[src/lqsr_pkg.sv]
package lqsr_pkg;

  // payload widths fixed by the item format
  localparam int unsigned DataW = 32;
  localparam int unsigned CmdW  = 2;
  localparam int unsigned StatW = 2;
  localparam int unsigned PosW  = 4;

  // default number of queue slots
  localparam int unsigned LqDepth = 8;

  // command codes
  localparam logic [CmdW-1:0] CMD_ENQ  = 2'd0;
  localparam logic [CmdW-1:0] CMD_DEQ  = 2'd1;
  localparam logic [CmdW-1:0] CMD_SRCH = 2'd2;
  localparam logic [CmdW-1:0] CMD_REPL = 2'd3;

  // status codes
  localparam logic [StatW-1:0] ST_OK       = 2'd0;
  localparam logic [StatW-1:0] ST_FULL     = 2'd1;
  localparam logic [StatW-1:0] ST_EMPTY    = 2'd2;
  localparam logic [StatW-1:0] ST_NOTFOUND = 2'd3;

endpackage

[src/lqsr_if.sv]
// request channel: command with key and replacement value
interface lqsr_in_if import lqsr_pkg::*; ();
  logic                    valid;
  logic                    ready;
  logic [CmdW-1:0]         command;
  logic signed [DataW-1:0] value;
  logic signed [DataW-1:0] new_value;

  modport source (output valid, command, value, new_value, input ready);
  modport sink   (input valid, command, value, new_value, output ready);
endinterface

// response channel: status, dequeued data and match position
interface lqsr_out_if import lqsr_pkg::*; ();
  logic                    valid;
  logic                    ready;
  logic [StatW-1:0]        status;
  logic signed [DataW-1:0] data_out;
  logic [PosW-1:0]         position;

  modport source (output valid, status, data_out, position, input ready);
  modport sink   (input valid, status, data_out, position, output ready);
endinterface

[src/lqsr_ram.sv]
module lqsr_ram #(
  parameter int unsigned Width = 32,
  parameter int unsigned Depth = 8
) (
  input  logic                       clk_i,
  input  logic                       we_i,
  input  logic [$clog2(Depth)-1:0]   waddr_i,
  input  logic [Width-1:0]           wdata_i,
  input  logic                       re_i,
  input  logic [$clog2(Depth)-1:0]   raddr_i,
  output logic [Width-1:0]           rdata_o
);

  logic [Width-1:0] mem_q [Depth];
  logic [Width-1:0] rdata_q;

  // one write port, one registered read port
  always_ff @(posedge clk_i) begin
    if (we_i) begin
      mem_q[waddr_i] <= wdata_i;
    end
    if (re_i) begin
      rdata_q <= mem_q[raddr_i];
    end
  end

  assign rdata_o = rdata_q;

endmodule

[src/linear_queue_search_replace.sv]
// Linear (non-circular) queue of Depth signed 32-bit slots held in a synchronous
// RAM with a registered read port, with front and rear indices in flip-flops. One
// command is handled at a time: enqueue writes its slot on acceptance and then
// presents its result, dequeue first does one RAM read, and search or replace
// scans, reading one slot per cycle from the front until the first match
// or the rear. Full is reported whenever the rear sits at the last slot, even
// after dequeues; dequeuing the last entry returns both indices to zero. A
// result waits in an output register, so a new command is taken while the
// previous result has not yet been picked up.
module linear_queue_search_replace import lqsr_pkg::*; #(
  parameter int unsigned Depth = LqDepth
) (
  input  logic        clk_i,
  input  logic        rst_ni,
  lqsr_in_if.sink     in_i,
  lqsr_out_if.source  out_o
);

  localparam int unsigned IdxW = $clog2(Depth);
  localparam logic [IdxW-1:0] LastIdx = IdxW'(Depth - 1);

  localparam logic [1:0] S_IDLE = 2'd0;
  localparam logic [1:0] S_DEQ  = 2'd1;
  localparam logic [1:0] S_SCAN = 2'd2;
  localparam logic [1:0] S_RESP = 2'd3;

  logic [1:0]       state_q, state_d;
  logic [IdxW-1:0]  front_q, front_d;
  logic [IdxW-1:0]  rear_q, rear_d;
  logic             empty_q, empty_d;
  logic [IdxW-1:0]  ptr_q, ptr_d;
  logic [CmdW-1:0]  cmd_q, cmd_d;
  logic [DataW-1:0] key_q, key_d;
  logic [DataW-1:0] nval_q, nval_d;

  logic [StatW-1:0] res_status_q, res_status_d;
  logic [DataW-1:0] res_data_q, res_data_d;
  logic [PosW-1:0]  res_pos_q, res_pos_d;

  logic             out_valid_q, out_valid_d;
  logic [StatW-1:0] out_status_q, out_status_d;
  logic [DataW-1:0] out_data_q, out_data_d;
  logic [PosW-1:0]  out_pos_q, out_pos_d;

  logic             ram_we, ram_re;
  logic [IdxW-1:0]  ram_waddr, ram_raddr;
  logic [DataW-1:0] ram_wdata, ram_rdata;

  logic             in_fire, out_free, hit, scan_end;
  logic [IdxW+4:0]  hit_pos;

  // slot storage
  lqsr_ram #(
    .Width (DataW),
    .Depth (Depth)
  ) u_ram (
    .clk_i   (clk_i),
    .we_i    (ram_we),
    .waddr_i (ram_waddr),
    .wdata_i (ram_wdata),
    .re_i    (ram_re),
    .raddr_i (ram_raddr),
    .rdata_o (ram_rdata)
  );

  assign in_i.ready     = (state_q == S_IDLE);
  assign in_fire        = in_i.valid && in_i.ready;
  assign out_free       = !out_valid_q || out_o.ready;
  assign hit            = (ram_rdata == key_q);
  assign scan_end       = (ptr_q == rear_q);
  assign hit_pos        = (IdxW+5)'(ptr_q) + (IdxW+5)'(1);

  assign out_o.valid    = out_valid_q;
  assign out_o.status   = out_status_q;
  assign out_o.data_out = out_data_q;
  assign out_o.position = out_pos_q;

  // command sequencer and ram access
  always_comb begin
    state_d      = state_q;
    front_d      = front_q;
    rear_d       = rear_q;
    empty_d      = empty_q;
    ptr_d        = ptr_q;
    cmd_d        = cmd_q;
    key_d        = key_q;
    nval_d       = nval_q;
    res_status_d = res_status_q;
    res_data_d   = res_data_q;
    res_pos_d    = res_pos_q;
    ram_we       = 1'b0;
    ram_waddr    = rear_q;
    ram_wdata    = DataW'(in_i.value);
    ram_re       = 1'b0;
    ram_raddr    = front_q;

    unique case (state_q)
      S_IDLE: begin
        if (in_fire) begin
          cmd_d        = in_i.command;
          key_d        = DataW'(in_i.value);
          nval_d       = DataW'(in_i.new_value);
          res_status_d = ST_OK;
          res_data_d   = '0;
          res_pos_d    = '0;
          ptr_d        = front_q;
          if (in_i.command == CMD_ENQ) begin
            state_d = S_RESP;
            if (!empty_q && rear_q == LastIdx) begin
              res_status_d = ST_FULL;
            end else if (empty_q) begin
              front_d   = '0;
              rear_d    = '0;
              empty_d   = 1'b0;
              ram_we    = 1'b1;
              ram_waddr = '0;
            end else begin
              rear_d    = rear_q + IdxW'(1);
              ram_we    = 1'b1;
              ram_waddr = rear_q + IdxW'(1);
            end
          end else if (empty_q) begin
            res_status_d = ST_EMPTY;
            state_d      = S_RESP;
          end else begin
            ram_re  = 1'b1;
            state_d = (in_i.command == CMD_DEQ) ? S_DEQ : S_SCAN;
          end
        end
      end

      S_DEQ: begin
        res_data_d = ram_rdata;
        if (front_q == rear_q) begin
          front_d = '0;
          rear_d  = '0;
          empty_d = 1'b1;
        end else begin
          front_d = front_q + IdxW'(1);
        end
        state_d = S_RESP;
      end

      S_SCAN: begin
        if (hit) begin
          res_pos_d = hit_pos[PosW-1:0];
          state_d   = S_RESP;
          if (cmd_q == CMD_REPL) begin
            ram_we    = 1'b1;
            ram_waddr = ptr_q;
            ram_wdata = nval_q;
          end
        end else if (scan_end) begin
          res_status_d = ST_NOTFOUND;
          state_d      = S_RESP;
        end else begin
          ptr_d     = ptr_q + IdxW'(1);
          ram_re    = 1'b1;
          ram_raddr = ptr_q + IdxW'(1);
        end
      end

      S_RESP: begin
        if (out_free) begin
          state_d = S_IDLE;
        end
      end

      default: state_d = S_IDLE;
    endcase
  end

  // output register
  always_comb begin
    out_valid_d  = out_valid_q;
    out_status_d = out_status_q;
    out_data_d   = out_data_q;
    out_pos_d    = out_pos_q;
    if (state_q == S_RESP && out_free) begin
      out_valid_d  = 1'b1;
      out_status_d = res_status_q;
      out_data_d   = res_data_q;
      out_pos_d    = res_pos_q;
    end else if (out_o.ready) begin
      out_valid_d = 1'b0;
    end
  end

  // control state
  always_ff @(posedge clk_i or negedge rst_ni) begin
    if (!rst_ni) begin
      state_q     <= S_IDLE;
      front_q     <= '0;
      rear_q      <= '0;
      empty_q     <= 1'b1;
      out_valid_q <= 1'b0;
    end else begin
      state_q     <= state_d;
      front_q     <= front_d;
      rear_q      <= rear_d;
      empty_q     <= empty_d;
      out_valid_q <= out_valid_d;
    end
  end

  // payload registers
  always_ff @(posedge clk_i) begin
    ptr_q        <= ptr_d;
    cmd_q        <= cmd_d;
    key_q        <= key_d;
    nval_q       <= nval_d;
    res_status_q <= res_status_d;
    res_data_q   <= res_data_d;
    res_pos_q    <= res_pos_d;
    out_status_q <= out_status_d;
    out_data_q   <= out_data_d;
    out_pos_q    <= out_pos_d;
  end

endmodule

[src/flat_wrapper.sv]
// flat-port wrapper written by rule: the top's interface ports become plain ports
module linear_queue_search_replace_flat import lqsr_pkg::*;
#(
  parameter int unsigned Depth = LqDepth
)
  (clk_i, rst_ni, in_i_valid, in_i_command, in_i_value, in_i_new_value, in_i_ready, out_o_valid, out_o_status, out_o_data_out, out_o_position, out_o_ready);
  lqsr_in_if in_i_i ();
  lqsr_out_if out_o_i ();
  input  logic clk_i;
  input  logic rst_ni;
  input wire logic [$bits(in_i_i.valid)-1:0] in_i_valid;
  input wire logic [$bits(in_i_i.command)-1:0] in_i_command;
  input wire logic [$bits(in_i_i.value)-1:0] in_i_value;
  input wire logic [$bits(in_i_i.new_value)-1:0] in_i_new_value;
  output wire logic [$bits(in_i_i.ready)-1:0] in_i_ready;
  output wire logic [$bits(out_o_i.valid)-1:0] out_o_valid;
  output wire logic [$bits(out_o_i.status)-1:0] out_o_status;
  output wire logic [$bits(out_o_i.data_out)-1:0] out_o_data_out;
  output wire logic [$bits(out_o_i.position)-1:0] out_o_position;
  input wire logic [$bits(out_o_i.ready)-1:0] out_o_ready;
  assign in_i_i.valid = in_i_valid;
  assign in_i_i.command = in_i_command;
  assign in_i_i.value = in_i_value;
  assign in_i_i.new_value = in_i_new_value;
  assign in_i_ready = in_i_i.ready;
  assign out_o_valid = out_o_i.valid;
  assign out_o_status = out_o_i.status;
  assign out_o_data_out = out_o_i.data_out;
  assign out_o_position = out_o_i.position;
  assign out_o_i.ready = out_o_ready;
  linear_queue_search_replace #(.Depth(Depth)) u_core (.clk_i(clk_i), .rst_ni(rst_ni), .in_i(in_i_i), .out_o(out_o_i));
endmodule
[config.mk]
export PLATFORM = sky130hd
export DESIGN_NAME = linear_queue_search_replace_flat
export DESIGN_NICKNAME = d
export VERILOG_FILES = /design/src/lqsr_pkg.sv /design/src/lqsr_if.sv /design/src/lqsr_ram.sv /design/src/linear_queue_search_replace.sv /design/src/flat_wrapper.sv
export SDC_FILE = /design/constraint.sdc
export NUM_CORES = 1
export LEC_CHECK = 0
export ABC_AREA = 1
export BUFFER_PORTS_ARGS = -buffer_cell sky130_fd_sc_hd__buf_2
export CAP_MARGIN = 40
export CORE_MARGIN = 2
export CORE_UTILIZATION = 60
export CTS_BUF_LIST = sky130_fd_sc_hd__clkbuf_16
export CTS_CLUSTER_SIZE = 28
export DETAILED_ROUTE_END_ITERATION = 12
export PLACE_DENSITY = 0.81
export REMOVE_ABC_BUFFERS = 1
export SYNTH_ARGS = -nofsm -noshare
export SYNTH_HDL_FRONTEND = slang
export SYNTH_HIERARCHICAL = 1
export SYNTH_SLANG_ARGS = --single-unit
[constraint.sdc]
create_clock -name clk_i -period 11.9 [get_ports clk_i]
set_input_delay 0.595 -clock clk_i [delete_from_list [all_inputs] [get_ports clk_i]]
set_output_delay 0.595 -clock clk_i [all_outputs]
set_load 0.03 [all_outputs]
Word level (Yosys, flattened, before mapping)
Memory sizes are Yosys's and may differ from the RTL's. A register that Yosys moved wholly into a read port is not among the register bits.
Cells that the tools add are included.

word-level totals
  flip-flop bits (word level) = 155
  bits in writable memories = 256
  input bits = 70
  output and inout port bits = 40
  memories kept = 1

memories
  memory              words  width  read ports  clocked after memory_dff  wr ports  RTL line        text
  u_core.u_ram.mem_q  8      32     1           1                         1         lqsr_ram.sv:14  logic [Width-1:0] mem_q [Depth];

operators by class
  $add $sub $neg = 4
  equal/unequal tests = 20
  mux-type cells = 65
  reductions and logical operators = 20

operator list
  kind                                                                      count
  32-bit two-way mux                                                        4
  32-bit case mux with 2 select lines                                       1
  3-bit two-way mux                                                         18
  32-bit equality test                                                      1
  3-bit case mux with 2 select lines                                        4
  2-bit two-way mux                                                         11
  1-bit two-way mux                                                         19
  2-bit inequality test (second input constant)                             6
  5-bit AND reduction                                                       2
  3-bit by 1-bit adder with 3-bit output (second input constant)            3
  4-bit two-way mux                                                         2
  2-bit by 1-bit inequality test with 1-bit output (second input constant)  4
  2-bit case mux with 4 select lines                                        1
  4-bit case mux with 2 select lines                                        1
  4-bit AND reduction                                                       2
  2-bit equality test (second input constant)                               3
  3-bit equality test                                                       2
  1-bit case mux with 2 select lines                                        3
  2-bit AND reduction                                                       3
  3-bit AND reduction                                                       2
  2-bit nonzero test                                                        3
  3-bit by 1-bit adder with 4-bit output (second input constant)            1
  2-bit by 1-bit equality test with 1-bit output (second input constant)    2
  2-bit logical NOT                                                         2
  6 further kinds                                                           9

Longest topological paths before layout
Gate-level depths: netlist of the first run.

  word-level depth = 8
  gate-level depth with buffers = 19

By module
The synthesis of the first run kept the hierarchy.

modules (own cells, without submodules)
  module                       instances  cells an instance  area each (sq um)  sequential area each (sq um)
  lqsr_ram                     1          1156               12192.9            8648.3
  linear_queue_search_replace  1          555                6516.2             4605.7

Least setup slack after synthesis of the first run
Ideal clock, no wire load.

  path kind = register -> register
  start point = reg u_core.state_q[0]
  end point = mem u_core.u_ram.mem_q[0][0], enable pin
  library setup time = 421 ps
  data arrival time = 4611 ps
  setup slack = 6868 ps
  cell stages (with the launch flop) = 13
  buffers on the path = 0
  period minus slack after synthesis = 5032 ps
  path through = dfrtp_1 inv_1 ha_1 nand2_1 inv_1 nand3_1 inv_1 o21ai_0 o211ai_1 nand3_1 inv_1 nand2_1 nor2_1

between the ends
  elaborated cells between the ends (all ways) = 9
  classes of those cells = eq/ne (1); mux (6); reduce/logical (2)

RTL lines
  what                                  RTL line                            text
  start, declared                       linear_queue_search_replace.sv:27   logic [1:0] state_q, state_d;
  start signal, assigned                linear_queue_search_replace.sv:198  state_q <= state_d;
  2-bit logical NOT *                   linear_queue_search_replace.sv:66   assign in_i.ready = (state_q == S_IDLE);
  via in_i_ready                        flat_wrapper.sv:15                  output wire logic [$bits(in_i_i.ready)-1:0] in_i_ready;
  1-bit logical AND                     linear_queue_search_replace.sv:67   assign in_fire = in_i.valid && in_i.ready;
  3-bit two-way mux                     linear_queue_search_replace.sv:99   if (in_fire) begin
  3-bit case mux with 2 select lines *  linear_queue_search_replace.sv:97   unique case (state_q)
  via u_core.ram_waddr[0]               linear_queue_search_replace.sv:46   logic [IdxW-1:0] ram_waddr, ram_raddr;
  end, declared                         lqsr_ram.sv:14

Mark *: on every way through the listed nets, which the timed path passes. The rest lies on a longest branch.

Worst setup path in the final report of the first run
  start point = reg u_core.key_q[10]
  end point = reg u_core.u_ram.rdata_q[30], in the netlist u_core/u_ram/rdata_o[30] (read register of u_core.u_ram.mem_q) (data pin)

between the ends
  longest elaborated chain between the ends = 3
  elaborated cells between the ends (all ways) = 5
  classes of those cells = eq/ne (1); mux (4)

ends and longest elaborated chain
  what                     RTL line                            text
  start, declared          linear_queue_search_replace.sv:33   logic [DataW-1:0] key_q, key_d;
  start signal, assigned   linear_queue_search_replace.sv:210  key_q <= key_d;
  32-bit equality test     linear_queue_search_replace.sv:69   assign hit = (ram_rdata == key_q);
  3-bit two-way mux        linear_queue_search_replace.sv:145  if (hit) begin
  3-bit two-way mux        linear_queue_search_replace.sv:97
  via u_core.ram_raddr[0]  linear_queue_search_replace.sv:46
  end, declared            lqsr_ram.sv:15                      logic [Width-1:0] rdata_q;

The timed path passes the listed nets, and every way through them passes these cells.
A chain may end at the register's enable or synchronous reset.

==> impl_metrics.py, run 1 <==
metrics = {
    "cts": {
        "path_clk_slew_ps": 60,
        "numCtsBuffers": 44,
        "cts_tree": "yes",
        "postCtsSetupBuffers": 0,
        "clock-root-buffer": "clkbuf_16",
        "htreeDepth": 2,
        "cts.sinks": 443,
        "clock_latency_ps": 540,
        "clk_path_buf_depth": 3,
    },
    "setup_path": {
        "arrival_ps": 4450,
        "cpMaxStageDelayCell": "inv_2",
        "slowest_delay_ps": 540,
        "path_buf_inv": 4,
        "startpoint_type": "register",
        "cpMostUsedCell": "nand2_1",
        "crit_family": "buffers and inverters",
        "critical_path_required_ps": 12170,
        "crit_fanout": 61,
        "crit_path_end_kind": "register",
        "crit_type": "register to register",
        "path_cells": "xnor2_1 -> nand2_1 -> nor2_1 -> nand2_1 -> nor2_2 -> nand2_4 -> nand2_1 -> o21ai_4 -> buf_4 -> inv_2 -> buf_4 -> buf_16 -> nand2_1 -> nand3_1 -> nand2_1 -> nand2_1 -> nand2_1",
    },
    "floorplanning": {
        "dieArea_um2": 32600,
        "core_region_area_um2": 30700,
        "rows": 64,
        "initial_core_util_pct": 61.0,
        "die_h_um": 181,
        "die_w_um": 181,
        "ios": 110,
    },
    "synthesis": {
        "synth_area_um2": 18700,
        "async_flop_share_pct": 2.26,
        "synth_edf_count": 433,
        "synth_cells": 1711,
        "synth.distinct_cells": 28,
        "ys_warn_count": 6,
        "ys_seq_area_share_pct": 70.8,
        "syn_avg_cell_area_um2": 10.9,
        "ys_ff_latch": 443,
        "synth_top_flop_cell": "edfxtp_1",
    },
    "routing": {
        "viasPerCell": 5.37,
        "antenna_left": 0,
        "drc_errors": 0,
        "drt-pass1-iter-count": 6,
        "drt-total-wl_um": 41000,
        "vias": 12100,
        "wire_per_inst_um": 18.1,
        "drt_iter0_markers": 1321,
    },
    "global_route": {
        "grt_max_degree": 81,
        "grt_pass1_wl_um": 63200,
        "track_usage_pct": 25.2,
        "antenna_found_initial": 0,
        "grt_pass1_vias": 12100,
        "overflow": 0,
    },
    "timing": {
        "relSlewSlack_pct": 37.7,
        "worstMarginPinSlew_ps": 934,
        "slew_violations": 0,
        "fin_crit_ps": 4180,
        "rsz0062_at_grt": "false",
        "fin_setup_tns_ps": 0,
        "hold_viol": 0,
        "fin_skew_ps": 21.6,
        "period_share_pct": 35.1,
        "timing.fmax_ghz": 0.239,
        "setup_viol": 0,
        "hold_ws_ps": 227,
    },
    "finish": {
        "diodes": 0,
        "layout-drive-gt1-share_pct": 12.1,
        "final_cell_area_um2": 21100,
        "nNetsFinal": 1909,
        "fin_cells": 2262,
        "nFillCells": 2046,
        "layout-area-overhead-vs-synth_pct": 13.0,
    },
    "placement": {
        "dp.cells": 2180,
        "dpl.hpwl_um": 23700,
        "portBuffers": 109,
        "placed_area_um2": 19700,
        "gp_congestion": 0.850,
    },
    "pwr": {
        "power_mw": 5.39,
        "internal_power_mw": 3.41,
        "pwr-share-seq_pct": 41.6,
        "swShare_pct": 36.7,
        "pwr-share-clk_pct": 25.4,
        "ir_drop_mv": 0.170,
        "leakage_nw": 9.41,
        "powerDensity_nw_per_um2": 255,
        "switching_power_mw": 1.98,
        "pwr-share-comb_pct": 33.0,
    },
    "job": {
        "maxCapViolCount": 0,
    },
    "outcome": {
        "outcome": "completed",
    },
    "min_path": {
        "hold_path.class": "input pin to register",
    },
}
==> synth_stat cells, types with 6 or more instances <==
master      n  area, µm²
dfrtp_1     9        225
nor2_1     26       97.6
ha_1        8        100
nand2_2     6       37.5
edfxtp_1  433      13000
nand2_1   624       2340
buf_6      17        191
buf_2      20        100
nand3_1   140        701
clkbuf_1   12       45.0
inv_1     325       1220
o21ai_0    25        125
buf_1       7       26.3
xnor2_1    32        280
==> layer usage <==
layer | routed length, µm | GRT usage [%]
met5 | 0 | 0
met4 | 1310 | 9.58
met3 | 3490 | 3.56
met2 | 20300 | 43.4
met1 | 16000 | 32.8
==> cell families (layout without fill, tap and decap cells) <==
kind of cell / after synthesis / in the layout / synth area share [%]
flops: 443 / 443 / 70.8
compound gates: 35 / 35 / 1.02
fa+ha+maj: 8 / 8 / 0.535
simple gates: 803 / 803 / 17.3
buf+inv: 388 / 543 / 8.70
xor+xnor: 34 / 34 / 1.59
==> cells in the final DEF, fill, tap and decap left out, drive strengths merged <==
cell and n:
nand2 631, edfxtp 433, inv 335, nand3 140, buf 134, clkbuf 46, xnor2 32, nor2 30
o21ai 25, clkinv 21, dfrtp 9, ha 8, bufinv 5, a21oi 3, o211ai 2, xor2 2
o31ai 2, clkinvlp 1, dlygate4sd3 1, nor3 1, a21boi 1, o22ai 1, nand3b 1, o21a 1
dfstp 1
==> registers in the layout, indices dropped and copies added (netlist names), 3 cells and up <==
| register | flops |
|---|---|
| u_core/u_ram/mem_q | 256 |
| u_core/nval_q | 32 |
| u_core/u_ram/rdata_o | 32 |
| u_core/out_o.position | 4 |
| u_core/key_q | 32 |
| u_core/rear_q | 3 |
| u_core/front_q | 3 |
| u_core/out_o.data_out | 32 |
| u_core/res_data_q | 32 |
| u_core/res_pos_q | 4 |
| u_core/ptr_q | 3 |
==> per-stage QoR <==
stage | utilization, % | setup slack (ps)
3_3_place_gp | 63.9 | 7820
2_1_floorplan | - | -286
5_1_grt | 68.9 | 7520
6_report | 68.9 | 7720
4_1_cts | 68.9 | 7790
3_5_place_dp | 64.2 | 7870
==> area by class of cell <==
type,instances,area (µm²),area share [%]
Sequential cell,443,13300,62.7
Multi-Input combinational cell,880,3910,18.5
Inverter,327,1230,5.81
Clock buffer,46,1150,5.45
Timing Repair Buffer,135,808,3.82
Tap cell,396,495,2.34
Clock inverter,35,294,1.39
==> power by group through the flow <==
stage	clock, mW	sequential [mW]	combinational (mW)
final	1.37	2.24	1.78
after global routing	1.45	2.27	1.94
after CTS	1.38	2.24	1.76
after detailed placement	0	2.27	1.74
after global placement	0	2.26	1.65
after floorplan	0	2.35	1.17
==> timing repair <==
action,CTS,global route
hold endpoints to repair,9,0
hold buffers,1,0
gates resized for setup,0,0
==> worst paths after layout <==
kind / from / endpoint / slack [ps] / depth (start not counted)
max in group asynchronous: rst_ni / u_core/empty_q / 11170 / 2
min: in_i_new_value[2] / u_core/nval_q[2] / 230 / 1
max reg2reg: u_core/key_q[10] / u_core/u_ram/rdata_o[30] / 7720 / 17
max: u_core/key_q[10] / u_core/u_ram/rdata_o[30] / 7720 / 17
min in group asynchronous: rst_ni / u_core/front_q[0] / 460 / 2
min reg2reg: u_core/res_data_q[26] / u_core/out_o.data_out[26] / 410 / 0
(Power assumes the default switching activity.)
==> run 2: changes to the inputs <==
==> constraint.sdc (replaced) <==
create_clock -name clk_i -period 4.2 [get_ports clk_i]
set_input_delay 0.21 -clock clk_i [delete_from_list [all_inputs] [get_ports clk_i]]
set_output_delay 0.21 -clock clk_i [all_outputs]
set_load 0.03 [all_outputs]
==> run 2 against run 1 <==
Utilization rose by 1.9 points. Clock skew fell by 8.4 ps. Non-clock buffer count rose by 67. Flip-flop and latch count did not move. Routed wire length rose by 2.9%. Die area did not move. Power rose to 2.8 times the previous value. Clock power rose to 2.7 times the previous value. Register-to-register slack got worse by 6800 ps.
==> impl_metrics.py, run 2 (synthesis gave the netlist of run 1 again) <==
metrics = {
    "pwr": {
        "ir_drop_mv": 0.496,
        "leakage_nw": 9.65,
        "powerDensity_nw_per_um2": 694,
    },
    "finish": {
        "mostFrequentLayoutCell": "nand2_1",
        "most-common-layout-cells": "nand2_1 (624), edfxtp_1 (433), inv_1 (334)",
        "layout-drive-gt1-share_pct": 11.5,
        "nNetsFinal": 1976,
        "diodes": 0,
        "largest_reg_flops": 256,
        "layout-area-overhead-vs-synth_pct": 16.2,
        "largest_register": "u_core/u_ram/mem_q",
        "utilization_pct": 70.9,
    },
    "timing": {
        "period_share_pct": 79.1,
        "timing.fmax_ghz": 0.301,
        "worstMarginPinSlew_ps": 878,
        "relSlewSlack_pct": 41.5,
        "fin_skew_ps": 13.2,
        "rsz0062_at_grt": "false",
        "setup_viol": 0,
        "hold_viol": 0,
        "setup_ws_ps": 877,
        "fin_crit_ps": 3320,
        "slew_violations": 0,
    },
    "setup_path": {
        "crit_path_end_kind": "register",
        "reg2reg_depth": 14,
        "crit_fanout": 64,
        "r2r_end": "u_core/u_ram/rdata_o[19]",
        "crit_type": "register to register",
        "startpoint_type": "register",
        "arrival_ps": 3730,
        "critical_path_required_ps": 4610,
        "regToRegStartpoint": "u_core/u_ram/rdata_o[10]",
        "regToRegSetupSlack_ps": 880,
    },
    "routing": {
        "drt_iter0_markers": 1241,
        "vias": 12500,
        "wire_per_inst_um": 18.2,
        "drt-total-wl_um": 42200,
        "drt-pass1-iter-count": 6,
        "viasPerCell": 5.37,
        "antenna_left": 0,
        "drc_errors": 0,
    },
    "global_route": {
        "antenna_found_initial": 0,
        "grt_max_degree": 129,
        "grt_pass1_wl_um": 66000,
        "grt_pass1_vias": 12500,
        "overflow": 0,
        "track_usage_pct": 26.2,
    },
    "cts": {
        "cts.sinks": 443,
        "cts_resized": 0,
        "cts_tree": "yes",
        "htreeDepth": 2,
        "clock_latency_ps": 540,
        "numCtsBuffers": 44,
        "postCtsSetupBuffers": 0,
        "clk_path_buf_depth": 3,
        "clock-root-buffer": "clkbuf_16",
        "path_clk_slew_ps": 60,
    },
    "placement": {
        "dp_slack_ps": 994,
        "portBuffers": 109,
        "gp_congestion": 0.866,
        "dpl.hpwl_um": 23100,
    },
    "floorplanning": {
        "initial_core_util_pct": 61.0,
        "core_region_area_um2": 30700,
        "dieArea_um2": 32600,
        "die_w_um": 181,
        "die_h_um": 181,
        "rows": 64,
        "ios": 110,
    },
    "min_path": {
        "hold_path.class": "input pin to async pin",
    },
    "outcome": {
        "outcome": "completed",
    },
    "job": {
        "maxCapViolCount": 0,
    },
}
run 2: cell count changes in the layout (fill, tap and decap cells not counted), sizes merged:
cell | before | now
inv | 335 | 338
bufinv | 5 | 4
clkbuf | 46 | 44
dlygate4sd3 | 1 | 68
clkinv | 21 | 17
run 2: through the flow:
stage | hold WS, ps | instance area (µm²) | total power, mW | TNS [ps] | std cells
floorplan | -85.6 | 18300 | 9.49 | -460610 | 1650
finish | 92.9 | 21700 | 15.1 | 0 | 2325
CTS | 70.6 | 21700 | 15.1 | 0 | 2325
global route | 108 | 21700 | 15.9 | 0 | 2325
global placement | 88.4 | 19700 | 11.0 | 0 | 2179
detailed placement | 89.5 | 19700 | 11.3 | 0 | 2180
run 2: timing repair:
action | in CTS | in global routing
hold endpoints to repair | 77 | 0
endpoints found under the setup margin | 0 | 0
hold buffers | 68 | 0
run 2: worst max-delay path: stages, from the launching register on:
cell and delay [ps]:
edfxtp_1 410, xnor2_1 280, nand2_1 140, nor2_1 120
nand2_1 110, nor2_2 240, nand2_4 140, nand2_1 260
nand2_1 180, o21ai_4 100, buf_4 700, nand3_1 220
nand2_1 130, nand2_1 50, nand2_1 80
run 2: layer usage:
layer  wire (µm)  track usage, %  part of all wire [%]  vias up
met2       20800            43.9                    49      632
met4        1570            11.1                   3.7        0
met3        3600            4.30                   8.5      116
met1       16200            34.1                    38     5935
met5           0               0                     0        -
li1            -               -                     -     5798
run 2: how the worst max path moves through the flow:
stage,from,to,slack (ps),depth (start not counted)
floorplan,u_core/state_q[0],u_core/u_ram/rdata_o[0],-7990,12
global placement,u_core/u_ram/rdata_o[19],u_core/u_ram/rdata_o[6],1080,15
detailed placement,u_core/u_ram/rdata_o[19],u_core/u_ram/rdata_o[4],990,14
CTS,u_core/u_ram/rdata_o[24],u_core/u_ram/rdata_o[19],960,14
global route,u_core/u_ram/rdata_o[28],u_core/u_ram/rdata_o[4],730,15
finish,u_core/u_ram/rdata_o[10],u_core/u_ram/rdata_o[19],880,14
run 2: layout make-up:
| type | instances | area (µm²) |
|---|---|---|
| Clock buffer | 44 | 1100 |
| Clock inverter | 33 | 264 |
| Fill cell | 1948 | 8940 |
| Inverter | 327 | 1230 |
| Multi-Input combinational cell | 880 | 3910 |
| Sequential cell | 443 | 13300 |
| Tap cell | 396 | 495 |
| Timing Repair Buffer | 202 | 1480 |
run 2: power by group:
part	switching (mW)	leakage (nW)	internal (mW)
Combinational	3.58	4.84	1.42
Clock	1.57	0.709	2.15
Sequential	0.354	4.10	6.00
